`src/sv/u8bq_pkg.sv`:
```
// ----------------------------------------------------------------------------
// u8bq_pkg
// Shared types and byte-class constants for the bigram query tokenizer.
// ----------------------------------------------------------------------------
package u8bq_pkg;

    localparam logic [7:0] WORD_FLOOR = 8'h30;
    localparam logic [7:0] CONT_FLOOR = 8'h80;
    localparam logic [7:0] LEAD_FLOOR = 8'hE0;
    localparam logic [7:0] CHAR_SPACE = 8'h20;
    localparam logic [7:0] CHAR_NL    = 8'h0A;

    // one queued command: optional close, replay, new byte, final close
    typedef struct packed {
        logic       pre_end;
        logic       has_byte;
        logic       post_end;
        logic [7:0] data_byte;
    } cmd_ctrl_t;

    localparam int unsigned CTRL_W = $bits(cmd_ctrl_t);

endpackage

```
`src/sv/u8bq_front.sv`:
```
// ----------------------------------------------------------------------------
// u8bq_front
// Classifies query bytes, tracks token mode and the latest wide character,
// and turns each byte into at most one queued command.
// ----------------------------------------------------------------------------
module u8bq_front #(
    parameter int unsigned MAX_CHAR_BYTES = 4
) (
    input  logic                           clk,
    input  logic                           rst_n,
    input  logic                           take,
    input  logic [7:0]                     data_byte,
    input  logic                           end_of_query,
    output logic                           push,
    output u8bq_pkg::cmd_ctrl_t            cmd_ctrl,
    output logic [MAX_CHAR_BYTES*8-1:0]    rep_bytes,
    output logic [$clog2(MAX_CHAR_BYTES+1)-1:0] rep_len
);
    import u8bq_pkg::*;

    localparam int unsigned LEN_W = $clog2(MAX_CHAR_BYTES + 1);
    localparam int unsigned IDX_W = $clog2(MAX_CHAR_BYTES);
    localparam logic [LEN_W-1:0] LEN_MAX = LEN_W'(MAX_CHAR_BYTES);
    localparam logic [LEN_W-1:0] LEN_ONE = LEN_W'(1);

    typedef enum logic [2:0] {
        MODE_IDLE = 3'b001,
        MODE_WORD = 3'b010,
        MODE_WIDE = 3'b100
    } mode_t;

    mode_t            mode_reg, mode_next;
    logic [1:0]       count_reg, count_next;
    logic [LEN_W-1:0] len_reg, len_next;
    logic [7:0]       char_reg [MAX_CHAR_BYTES];

    logic             is_word, is_lead, is_cont, is_sep;
    logic             wr_en;
    logic [IDX_W-1:0] wr_idx;
    logic             pre_end, has_byte, post_end;
    logic [LEN_W-1:0] rep_len_c;

    assign is_word = (data_byte > WORD_FLOOR) && (data_byte < CONT_FLOOR);
    assign is_lead = (data_byte >= LEAD_FLOOR);
    assign is_cont = (data_byte >= CONT_FLOOR) && (data_byte < LEAD_FLOOR);
    assign is_sep  = (data_byte == CHAR_SPACE) || (data_byte == CHAR_NL);

    always_comb
    begin
        mode_next  = mode_reg;
        count_next = count_reg;
        len_next   = len_reg;
        wr_en      = 1'b0;
        wr_idx     = '0;
        pre_end    = 1'b0;
        has_byte   = 1'b0;
        post_end   = 1'b0;
        rep_len_c  = '0;
        unique case (mode_reg)
            MODE_WORD:
            begin
                if (is_word)
                begin
                    has_byte = 1'b1;
                end
                else if (is_lead)
                begin
                    pre_end    = 1'b1;
                    has_byte   = 1'b1;
                    mode_next  = MODE_WIDE;
                    count_next = 2'd1;
                    wr_en      = 1'b1;
                    len_next   = LEN_ONE;
                end
                else if (is_sep)
                begin
                    pre_end    = 1'b1;
                    mode_next  = MODE_IDLE;
                    count_next = '0;
                    len_next   = '0;
                end
            end
            MODE_WIDE:
            begin
                if (is_sep)
                begin
                    pre_end    = 1'b1;
                    mode_next  = MODE_IDLE;
                    count_next = '0;
                    len_next   = '0;
                end
                else if (is_cont)
                begin
                    has_byte = 1'b1;
                    if (len_reg < LEN_MAX)
                    begin
                        wr_en    = 1'b1;
                        wr_idx   = len_reg[IDX_W-1:0];
                        len_next = len_reg + LEN_ONE;
                    end
                end
                else if (is_lead)
                begin
                    if (count_reg >= 2'd2)
                    begin
                        pre_end   = 1'b1;
                        rep_len_c = len_reg;
                    end
                    has_byte   = 1'b1;
                    count_next = 2'd2;
                    wr_en      = 1'b1;
                    len_next   = LEN_ONE;
                end
                else if (is_word)
                begin
                    pre_end    = 1'b1;
                    has_byte   = 1'b1;
                    mode_next  = MODE_WORD;
                    count_next = '0;
                    len_next   = '0;
                end
            end
            default:
            begin
                if (is_word)
                begin
                    has_byte   = 1'b1;
                    mode_next  = MODE_WORD;
                    count_next = '0;
                end
                else if (is_lead)
                begin
                    has_byte   = 1'b1;
                    mode_next  = MODE_WIDE;
                    count_next = 2'd1;
                    wr_en      = 1'b1;
                    len_next   = LEN_ONE;
                end
                else
                begin
                    mode_next = MODE_IDLE;
                end
            end
        endcase
        if (end_of_query)
        begin
            post_end   = (mode_next == MODE_WORD) || (mode_next == MODE_WIDE);
            mode_next  = MODE_IDLE;
            count_next = '0;
            len_next   = '0;
        end
    end

    assign push               = take && (pre_end || has_byte || post_end);
    assign cmd_ctrl.pre_end   = pre_end;
    assign cmd_ctrl.has_byte  = has_byte;
    assign cmd_ctrl.post_end  = post_end;
    assign cmd_ctrl.data_byte = data_byte;
    assign rep_len            = rep_len_c;

    for (genvar g = 0; g < MAX_CHAR_BYTES; g++)
    begin : g_rep
        assign rep_bytes[g*8 +: 8] = char_reg[g];
    end

    always_ff @(posedge clk or negedge rst_n)
    begin
        if (!rst_n)
        begin
            mode_reg  <= MODE_IDLE;
            count_reg <= '0;
            len_reg   <= '0;
        end
        else if (take)
        begin
            mode_reg  <= mode_next;
            count_reg <= count_next;
            len_reg   <= len_next;
        end
    end

    always_ff @(posedge clk)
    begin
        for (int i = 0; i < MAX_CHAR_BYTES; i++)
        begin
            if (take && wr_en && (wr_idx == IDX_W'(i)))
            begin
                char_reg[i] <= data_byte;
            end
        end
    end

endmodule

```
`src/sv/u8bq_queue.sv`:
```
// ----------------------------------------------------------------------------
// u8bq_queue
// Small first-in first-out command queue between classifier and emitter.
// ----------------------------------------------------------------------------
module u8bq_queue #(
    parameter int unsigned DATA_W = 46
) (
    input  logic              clk,
    input  logic              rst_n,
    input  logic              push,
    input  logic [DATA_W-1:0] push_data,
    output logic              full,
    input  logic              pop,
    output logic              not_empty,
    output logic [DATA_W-1:0] head
);
    import u8bq_pkg::*;

    localparam int unsigned DEPTH = 4;
    localparam int unsigned PTR_W = $clog2(DEPTH);
    localparam logic [PTR_W:0] CNT_DEPTH = (PTR_W+1)'(DEPTH);
    localparam logic [PTR_W:0] CNT_ONE   = (PTR_W+1)'(1);

    logic [DATA_W-1:0] slot_reg [DEPTH];
    logic [PTR_W-1:0]  wr_ptr_reg, rd_ptr_reg;
    logic [PTR_W:0]    cnt_reg, cnt_next;
    logic              do_push, do_pop;

    assign full      = (cnt_reg == CNT_DEPTH);
    assign not_empty = (cnt_reg != '0);
    assign head      = slot_reg[rd_ptr_reg];
    assign do_push   = push && !full;
    assign do_pop    = pop && not_empty;

    always_comb
    begin
        cnt_next = cnt_reg;
        if (do_push && !do_pop)
        begin
            cnt_next = cnt_reg + CNT_ONE;
        end
        else if (do_pop && !do_push)
        begin
            cnt_next = cnt_reg - CNT_ONE;
        end
    end

    always_ff @(posedge clk or negedge rst_n)
    begin
        if (!rst_n)
        begin
            wr_ptr_reg <= '0;
            rd_ptr_reg <= '0;
            cnt_reg    <= '0;
        end
        else
        begin
            cnt_reg <= cnt_next;
            if (do_push)
            begin
                wr_ptr_reg <= wr_ptr_reg + PTR_W'(1);
            end
            if (do_pop)
            begin
                rd_ptr_reg <= rd_ptr_reg + PTR_W'(1);
            end
        end
    end

    always_ff @(posedge clk)
    begin
        if (do_push)
        begin
            slot_reg[wr_ptr_reg] <= push_data;
        end
    end

endmodule

```
`src/sv/u8bq_back.sv`:
```
// ----------------------------------------------------------------------------
// u8bq_back
// Expands queued commands into result beats through an output register, one
// per cycle unless m_axis_tready stalls the output.
// ----------------------------------------------------------------------------
module u8bq_back #(
    parameter int unsigned MAX_CHAR_BYTES = 4
) (
    input  logic                           clk,
    input  logic                           rst_n,
    input  logic                           q_valid,
    input  u8bq_pkg::cmd_ctrl_t            q_ctrl,
    input  logic [MAX_CHAR_BYTES*8-1:0]    q_rep_bytes,
    input  logic [$clog2(MAX_CHAR_BYTES+1)-1:0] q_rep_len,
    output logic                           q_pop,
    output logic                           m_axis_tvalid,
    input  logic                           m_axis_tready,
    output logic [7:0]                     m_axis_tdata,
    output logic                           m_axis_tuser,
    output logic                           m_axis_tlast
);
    import u8bq_pkg::*;

    localparam int unsigned LEN_W = $clog2(MAX_CHAR_BYTES + 1);
    localparam int unsigned IDX_W = $clog2(MAX_CHAR_BYTES);
    localparam logic [LEN_W-1:0] LEN_ONE = LEN_W'(1);

    cmd_ctrl_t                   ctrl_reg, ctrl_next;
    logic [MAX_CHAR_BYTES*8-1:0] rep_reg;
    logic [LEN_W-1:0]            len_reg, idx_reg, idx_next;

    logic                        valid_reg, last_reg, end_reg;
    logic [7:0]                  byte_reg;

    cmd_ctrl_t                   w_ctrl;
    logic [MAX_CHAR_BYTES*8-1:0] w_rep;
    logic [LEN_W-1:0]            w_len, w_idx;
    logic [7:0]                  rep_arr [MAX_CHAR_BYTES];
    logic                        use_q, have, out_ok, fire;
    logic [7:0]                  beat_byte;
    logic                        beat_end, beat_last;

    for (genvar g = 0; g < MAX_CHAR_BYTES; g++)
    begin : g_arr
        assign rep_arr[g] = w_rep[g*8 +: 8];
    end

    assign use_q  = !(ctrl_reg.pre_end || ctrl_reg.has_byte || ctrl_reg.post_end ||
                      (idx_reg < len_reg));
    assign w_ctrl = use_q ? q_ctrl : ctrl_reg;
    assign w_rep  = use_q ? q_rep_bytes : rep_reg;
    assign w_len  = use_q ? q_rep_len : len_reg;
    assign w_idx  = use_q ? '0 : idx_reg;
    assign have   = use_q ? q_valid : 1'b1;
    assign out_ok = !valid_reg || m_axis_tready;
    assign fire   = have && out_ok;
    assign q_pop  = use_q && q_valid && out_ok;

    always_comb
    begin
        ctrl_next = w_ctrl;
        idx_next  = w_idx;
        beat_byte = '0;
        beat_end  = 1'b0;
        priority if (w_ctrl.pre_end)
        begin
            beat_end          = 1'b1;
            ctrl_next.pre_end = 1'b0;
        end
        else if (w_idx < w_len)
        begin
            beat_byte = rep_arr[w_idx[IDX_W-1:0]];
            idx_next  = w_idx + LEN_ONE;
        end
        else if (w_ctrl.has_byte)
        begin
            beat_byte          = w_ctrl.data_byte;
            ctrl_next.has_byte = 1'b0;
        end
        else
        begin
            beat_end           = 1'b1;
            ctrl_next.post_end = 1'b0;
        end
        beat_last = !(ctrl_next.pre_end || ctrl_next.has_byte || ctrl_next.post_end ||
                      (idx_next < w_len));
    end

    always_ff @(posedge clk or negedge rst_n)
    begin
        if (!rst_n)
        begin
            ctrl_reg  <= '0;
            len_reg   <= '0;
            idx_reg   <= '0;
            valid_reg <= 1'b0;
        end
        else
        begin
            if (fire)
            begin
                ctrl_reg <= ctrl_next;
                len_reg  <= w_len;
                idx_reg  <= idx_next;
            end
            if (out_ok)
            begin
                valid_reg <= have;
            end
        end
    end

    always_ff @(posedge clk)
    begin
        if (fire)
        begin
            rep_reg  <= w_rep;
            byte_reg <= beat_byte;
            end_reg  <= beat_end;
            last_reg <= beat_last;
        end
    end

    assign m_axis_tvalid = valid_reg;
    assign m_axis_tdata  = byte_reg;
    assign m_axis_tuser  = end_reg;
    assign m_axis_tlast  = last_reg;

endmodule

```
`src/sv/utf8_bigram_query_tokenizer_unit.sv`:
```
// ----------------------------------------------------------------------------
// utf8_bigram_query_tokenizer_unit
// Splits query bytes into word tokens and overlapping wide-character bigram
// tokens, emitted as byte beats closed by end-marker beats.
//
//   port group   dir  tdata               tuser      tlast
//   s_axis       in   data_byte [7:0]     -          end_of_query
//   m_axis       out  out_byte [7:0]      token_end  run_last
//
// one input beat a cycle while the four-entry command queue has room
// the emitter sends one result beat a cycle unless m_axis_tready stalls it, up to MAX_CHAR_BYTES+3 per input
// an input beat passes through the command queue and the output register before its first result beat
// rst_n clears mode, counters, queue and output valid; no clearing pass
// output stalls back up through the queue to s_axis_tready
// ----------------------------------------------------------------------------
module utf8_bigram_query_tokenizer_unit #(
    parameter int unsigned MAX_CHAR_BYTES = 4
) (
    input  logic       clk,
    input  logic       rst_n,
    input  logic       s_axis_tvalid,
    output logic       s_axis_tready,
    input  logic [7:0] s_axis_tdata,   // [7:0] data_byte
    input  logic       s_axis_tlast,
    output logic       m_axis_tvalid,
    input  logic       m_axis_tready,
    output logic [7:0] m_axis_tdata,   // [7:0] out_byte
    output logic       m_axis_tuser,   // [0] token_end
    output logic       m_axis_tlast
);
    import u8bq_pkg::*;

    localparam int unsigned LEN_W = $clog2(MAX_CHAR_BYTES + 1);
    localparam int unsigned REP_W = MAX_CHAR_BYTES * 8;
    localparam int unsigned Q_W   = CTRL_W + REP_W + LEN_W;

    logic                 take, push, q_full, q_valid, q_pop;
    cmd_ctrl_t            f_ctrl, q_ctrl;
    logic [REP_W-1:0]     f_rep, q_rep;
    logic [LEN_W-1:0]     f_len, q_len;
    logic [Q_W-1:0]       q_head;

    assign s_axis_tready = !q_full;
    assign take          = s_axis_tvalid && !q_full;

    u8bq_front #(
        .MAX_CHAR_BYTES (MAX_CHAR_BYTES)
    ) u_front (
        .clk          (clk),
        .rst_n        (rst_n),
        .take         (take),
        .data_byte    (s_axis_tdata),
        .end_of_query (s_axis_tlast),
        .push         (push),
        .cmd_ctrl     (f_ctrl),
        .rep_bytes    (f_rep),
        .rep_len      (f_len)
    );

    u8bq_queue #(
        .DATA_W (Q_W)
    ) u_queue (
        .clk       (clk),
        .rst_n     (rst_n),
        .push      (push),
        .push_data ({f_ctrl, f_rep, f_len}),
        .full      (q_full),
        .pop       (q_pop),
        .not_empty (q_valid),
        .head      (q_head)
    );

    assign q_ctrl = q_head[Q_W-1 -: CTRL_W];
    assign q_rep  = q_head[LEN_W +: REP_W];
    assign q_len  = q_head[LEN_W-1:0];

    u8bq_back #(
        .MAX_CHAR_BYTES (MAX_CHAR_BYTES)
    ) u_back (
        .clk           (clk),
        .rst_n         (rst_n),
        .q_valid       (q_valid),
        .q_ctrl        (q_ctrl),
        .q_rep_bytes   (q_rep),
        .q_rep_len     (q_len),
        .q_pop         (q_pop),
        .m_axis_tvalid (m_axis_tvalid),
        .m_axis_tready (m_axis_tready),
        .m_axis_tdata  (m_axis_tdata),
        .m_axis_tuser  (m_axis_tuser),
        .m_axis_tlast  (m_axis_tlast)
    );

`ifndef SYNTHESIS
    // end-marker beats carry no byte
    a_end_zero: assert property (@(posedge clk) disable iff (!rst_n)
        (m_axis_tvalid && m_axis_tuser) |-> (m_axis_tdata == 8'h00))
        else $error("end marker beat with nonzero byte");

    // queued work with a free output always yields a beat next cycle
    a_drain: assert property (@(posedge clk) disable iff (!rst_n)
        (q_valid && m_axis_tready) |=> m_axis_tvalid)
        else $error("emitter idle while commands wait");

    // input stalls only on a full queue
    a_stall_cause: assert property (@(posedge clk) disable iff (!rst_n)
        !s_axis_tready |-> q_full)
        else $error("input stalled without full queue");
`endif

endmodule

```
`config.mk`:
```
export PLATFORM = sky130hd
export DESIGN_NAME = utf8_bigram_query_tokenizer_unit
export DESIGN_NICKNAME = d
export VERILOG_FILES = /design/src/sv/u8bq_pkg.sv /design/src/sv/u8bq_front.sv /design/src/sv/u8bq_queue.sv /design/src/sv/u8bq_back.sv /design/src/sv/utf8_bigram_query_tokenizer_unit.sv
export SDC_FILE = /design/constraint.sdc
export NUM_CORES = 1
export LEC_CHECK = 0
export ABC_CLOCK_PERIOD_IN_PS = 4510
export CAP_MARGIN = 30
export CORE_ASPECT_RATIO = 0.7
export CORE_MARGIN = 4
export CORE_UTILIZATION = 63
export DETAILED_ROUTE_END_ITERATION = 6
export DONT_BUFFER_PORTS = 1
export PLACE_DENSITY = 0.79
export SKIP_LAST_GASP = 1
export SLEW_MARGIN = 20
export SYNTH_ARGS = -nofsm -noshare
export SYNTH_HDL_FRONTEND = slang
export SYNTH_SLANG_ARGS = --single-unit
```
`constraint.sdc`:
```
create_clock -name clk -period 4.51 [get_ports clk]
set_input_delay 0.451 -clock clk [delete_from_list [all_inputs] [get_ports clk]]
set_output_delay 0.451 -clock clk [all_outputs]
set_load 0.01 [all_outputs]
```
After elaboration in Yosys (flattened, before gate mapping) --
Memories as Yosys holds them, arrays and structs flattened. Index checks and enable logic that the tools add are counted.
Operators by class: $add $sub $neg 6, order comparisons 11, equality and inequality tests 17, mux-type cells 102, bitwise gates (word level) 1, reduce and logical (&&, ||, !) cells 41
Operator list (count):
- 3-bit two-way mux | 32
- 8-bit two-way mux | 7
- 2-bit two-way mux | 19
- 1-bit two-way mux | 37
- 32-bit two-way mux | 1
- 8-bit OR reduction | 3
- 8-bit binary-select mux with 2-bit select | 1
- 8-bit greater-or-equal comparator, second input constant | 2
- 1-bit logical AND | 16
- 8-bit less-than comparator, second input constant | 2
- 3-bit case mux with 2 select lines | 2
- 11-bit two-way mux | 1
- 3-bit by 1-bit adder with 3-bit output, second input constant | 3
- 3-bit == test, second input constant | 3
- 1-bit logical OR | 9
- 3-bit less-than comparator | 3
- 8-bit by 4-bit == test with 1-bit output, second input constant | 1
- 8-bit by 6-bit == test with 1-bit output, second input constant | 1
- 8-bit by 6-bit greater-than comparator with 1-bit output, second input constant | 1
- 7-bit AND reduction | 1
- 3-bit by 2-bit == test with 1-bit output, second input constant | 2
- 1-bit logical NOT | 6
- 3-bit inequality test, second input constant | 2
- 6-bit by 2-bit inequality test with 1-bit output, second input constant | 1
- other kinds (20) | 22
Word-level totals: register bits after elaboration 74, memory bits (writable) 216, bits of input ports 13, logic and storage cells 196, memories kept 2
Memories:
- u_queue.slot_reg | words 4, bits a word 46, read ports 1, clocked after memory_dff 0, wr ports 1, RTL line u8bq_queue.sv:24 | logic [DATA_W-1:0] slot_reg [DEPTH];
- u_front.char_reg | words 4, bits a word 8, read ports 4, clocked after memory_dff 0, wr ports 1, RTL line u8bq_front.sv:35 | logic [7:0] char_reg [MAX_CHAR_BYTES];

Depth between registers and ports, before layout --
depth in word-level cells 17, gate-level depth with buffers 21

Cells and area by module --
A second synthesis with hierarchy kept.
Unflattened totals: cells, all modules 703, area total of the unflattened synthesis 12102.9 sq um
By module, submodules not included:
- u8bq_queue | times used 1, cells an instance 275, area an instance 7045.5 sq um, sequential area each 5700.5 sq um
- u8bq_back | times used 1, cells an instance 281, area an instance 3238.1 sq um, sequential area each 1686.6 sq um
- u8bq_front | times used 1, cells an instance 145, area an instance 1809.2 sq um, sequential area each 1137.3 sq um
- utf8_bigram_query_tokenizer_unit | times used 1, cells an instance 2, area an instance 10.0 sq um, sequential area each 0.0 sq um

Worst setup path before layout --
No wires, ideal clock.
path kind register to register, start point register u_back.idx_reg[2], end point register u_back.last_reg, in the netlist u_back.m_axis_tlast, data pin, setup time 0.255 ns, arrival 3.680 ns, path slack 0.575 ns, stages on the path, launching flop included 21, buffers on the path 3, clock period less this slack 3.935 ns, cells stage by stage dfrtp_1 ha_1 nand2_1 o21a_1 or3_1 clkbuf_1 clkbuf_1 nand2_1 inv_1 ha_1 nand2_1 nor2_1 nor3b_1 o21ai_1 clkbuf_1 a32oi_1 ha_1 o21a_1 nor2_1 a41oi_1 and3_1
On the way: cells in the longest elaborated chain, start to end 9
RTL lines:
- from (decl) | RTL line u8bq_back.sv:30 | logic [LEN_W-1:0] len_reg, idx_reg, idx_next;
- from (signal assigned) | RTL line u8bq_back.sv:104 | idx_reg <= idx_next;
- 3-bit less-than comparator | RTL line u8bq_back.sv:49 | (idx_reg < len_reg));
- 1-bit logical OR | RTL line u8bq_back.sv:48 | assign use_q = !(ctrl_reg.pre_end || ctrl_reg.has_byte || ctrl_reg.post_end ||
- 3-bit two-way mux, on equally long branches | RTL line u8bq_back.sv:53, u8bq_back.sv:52
- 3-bit by 1-bit adder with 3-bit output or 3-bit less-than comparator (tied branches) | RTL line u8bq_back.sv:73, u8bq_back.sv:70
- 3-bit two-way mux | RTL line u8bq_back.sv:70 | else if (w_idx < w_len)
- 3-bit two-way mux (*) | RTL line u8bq_back.sv:65 | priority if (w_ctrl.pre_end)
- net u_back.idx_next[1] | RTL line u8bq_back.sv:30
- 3-bit less-than comparator (*) | RTL line u8bq_back.sv:86 | (idx_next < w_len));
- 1-bit logical OR (*) | RTL line u8bq_back.sv:85 | beat_last = !(ctrl_next.pre_end || ctrl_next.has_byte || ctrl_next.post_end ||
- 1-bit logical NOT (*) | RTL line u8bq_back.sv:85
- net u_back.beat_last | RTL line u8bq_back.sv:41 | logic beat_end, beat_last;
- to (signal assigned) | RTL line u8bq_back.sv:120 | last_reg <= beat_last;
- to (decl) | RTL line u8bq_back.sv:32 | logic valid_reg, last_reg, end_reg;
The timed path passes the listed nets; every way through them passes the cells marked *. A chain may end at the register's enable or synchronous reset.

Final worst setup path --
Ends and elaborated chain as after synthesis.

==> results.cfg <==
[outcome]
outcome = finished, final reports clean

[routing]
viasPerCell = 6.44
post_drt_wl_per_cell_um = 24.6
vias = 6353
ant_nets = 0
wl_um = 24300
drtIter0Drc = 770
dr.pass1.iters = 5
drc = 0

[hold_path]
hold_path.class = input port to register

[sta]
slew_viol_final = 0
fmax_mhz = 246
fin_crit_ns = 4.07
grt_setup_unrepaired = no
setup_viol = 0
worst_pin_slew_ns = 0.727
finalCritPeriodShare_pct = 90.2
finalSetupTns_ns = 0
relSlewSlack_pct = 51.1
skew_ns = 0.0131
finalHoldWorstSlack_ns = 0.0252
finalHoldViolations = 0

[grt]
grt_pass1_wl_um = 37100
grt_max_degree = 49
grt_overflow = 0
grt.total_usage_pct = 23.8
antenna_found_initial = 1
grt_pass1_vias = 6333

[logic_synthesis]
synthFlopType = edfxtp_1
ys_types = 56
synth.avg_cell_area_um2 = 17.0
netlist.area_leader.share_pct = 65.7
yosys_warnings = 0
ys_top_cells_by_area = edfxtp_1, mux4_2, dfrtp_1, nand2_1, ha_1
ys_seq_area_share_pct = 72.3
synthesis.instances = 694
synth_top_area_cell = edfxtp_1
syn-num-nets = 721
synth-edff-count = 258
synth-async-reset-ratio_pct = 10.7
synth_area_um2 = 11800
synth-seq-cells = 289

[layout]
final_design_area_no_fill_um2 = 13300
num-fill-cells = 1016
largest_reg_flops = 184
seq_area_um2 = 8530
final_nets = 758
post-route-util_pct = 73.0
syn2layout_area_growth_pct = 12.7
drive_above_1_share_pct = 19.3
diodes = 0
multi_input_area_um2 = 3120

[run]
maxCapViolCount = 0

[clock_tree]
cts_buffer_depth = 3
insertion_delay_ns = 0.53
cts.clk_slew.worst_paths_ns = 0.07
root_buffer = clkbuf_16
cts_tree = yes
numCtsBuffers = 27
clock-sinks = 289
cts-htree-levels = 1

[setup_path]
cp-start-kind = register
cp.arrival_ns = 4.35
cp.buffers_inverters = 2
ff2ff_setup_slack_ns = 0.44
crit_fanout = 11
cp.required_ns = 4.79
path_cells = ha_1 -> nand2_1 -> o21a_1 -> or3_1 -> nand2_1 -> inv_1 -> ha_1 -> nand2_1 -> nor2_1 -> nor3b_1 -> o21ai_1 -> buf_4 -> a32oi_1 -> ha_1 -> o21a_1 -> nor2_1 -> a41oi_1 -> and3_1
max_stage_delay_ns = 0.47
crit_type = register to register
cp-end-kind = register
cpLargestDelayFamily = simple AND/OR/NAND/NOR gates
cp_slowest_cell = or3_1

[floorplanning]
core_um2 = 18200
std_cell_rows = 41
num_io_pins = 25
initial_utilization_pct = 64.8
dieWidth_um = 172
die_h_um = 122
design.die.area_um2 = 21000

[placement]
port_buffers = 0
dpl-instance-area_um2 = 12200
place.gp.congestion = 0.824
dpl.hpwl_um = 14800

[power_and_ir_drop]
p_leak_uw = 0.00471
irDropWorstVdd_mv = 0.353
pwr_density_cell_nw_per_um2 = 728
[cells in the final DEF, fill, tap and decap left out, drive strengths merged, types with 5 or more instances in the layout]
cell type and n:
edfxtp 258, a21o 11, nor2b 5, and2 17
and3 5, o2bb2ai 5, dlygate4sd3 14, ha 13
o22ai 5, a21oi 22, mux4 53, nand3 5
buf 22, inv 14, bufinv 5, nand2 104
xnor2 5, clkbuf 32, mux2i 10, mux2 15
dfrtp 30, nor3 8, o21ai 12, nor2 23
clkinv 9
[worst paths after layout]
path                                          from                 endpoint  cells after the start
worst max-delay path             u_back.idx_reg[2]      u_back.m_axis_tlast                     18
worst min-delay path               s_axis_tdata[4]  u_queue.slot_reg[2][39]                      0
worst max register to register   u_back.idx_reg[2]      u_back.m_axis_tlast                     18
worst min register to register  u_back.ctrl_reg[5]       u_back.ctrl_reg[5]                      2
max in group asynchronous                    rst_n      u_front.mode_reg[0]                      2
min in group asynchronous                    rst_n     u_back.m_axis_tvalid                      2
[final cells by class]
class	instances	area share (%)
Sequential cell	289	64.2
Multi-Input combinational cell	364	23.5
Clock buffer	32	5.23
Timing Repair Buffer	36	2.84
Tap cell	236	2.22
Clock inverter	17	1.72
Inverter	13	0.367
[kinds of logic (layout without fill, tap and decap cells)]
family	count (synthesis)	after routing	synth area share [%]
xor gates and xnor gates	7	7	0.520
adders and majority gates	15	15	1.63
buffers and inverters	41	98	1.39
DFF	289	289	72.3
AOI/OAI and AO/OA	79	79	4.63
muxes	78	78	12.4
and+or+nand+nor	185	185	7.13
[stage by stage]
| step | power (uW) | setup slack [ns] | cells |
|---|---|---|---|
| 5_1_grt | 10200 | 0.228 | 987 |
| 3_3_place_gp | 7150 | 0.606 | 918 |
| 6_report | 9670 | 0.442 | 987 |
| 3_5_place_dp | 7270 | 0.526 | 921 |
| 4_1_cts | 9650 | 0.498 | 975 |
| 2_1_floorplan | 6360 | 0.575 | 694 |
[report_power, final]
group / internal, uW / switching, uW / leakage, uW
Combinational: 1430 / 1950 / 0.00150
Sequential: 3650 / 287 / 0.00277
Clock: 1390 / 958 / 0.000443
Total: 6480 / 3190 / 0.00471
[what timing repair did]
| action | 4_1_cts | 5_1_grt |
|---|---|---|
| buffers inserted | 0 | 0 |
| hold buffers | 5 | 10 |
| gates resized for setup | 0 | 0 |
| endpoints found under the hold margin | 36 | 44 |
[routing by layer]
layer / GRT usage (%) / up-vias / wire [um]
met5: 0 / - / 0
met4: 5.49 / 0 / 530
met3: 5.60 / 45 / 2470
met2: 35.7 / 354 / 11000
met1: 36.4 / 3188 / 10300
li1: - / 2766 / -
[cells in the mapped netlist, drive strengths merged (2+ instances only)]
cell	n
o2bb2ai	5
a21o	11
nand2b	4
buf	11
clkbuf	17
o31ai	4
nor3b	4
mux2	15
xor2	2
and3	5
or3	3
mux4	53
o22ai	5
a31oi	2
nor2	23
inv	13
nand2	104
edfxtp	258
a21oi	22
nor3	8
a211oi	2
ha	13
o211ai	2
mux2i	10
o41ai	2
nor2b	5
o21a	2
nand4	4
and2	17
o21ai	12
a41oi	2
xnor2	5
dfrtp	30
nand3	5
(Power assumes the default switching activity.)
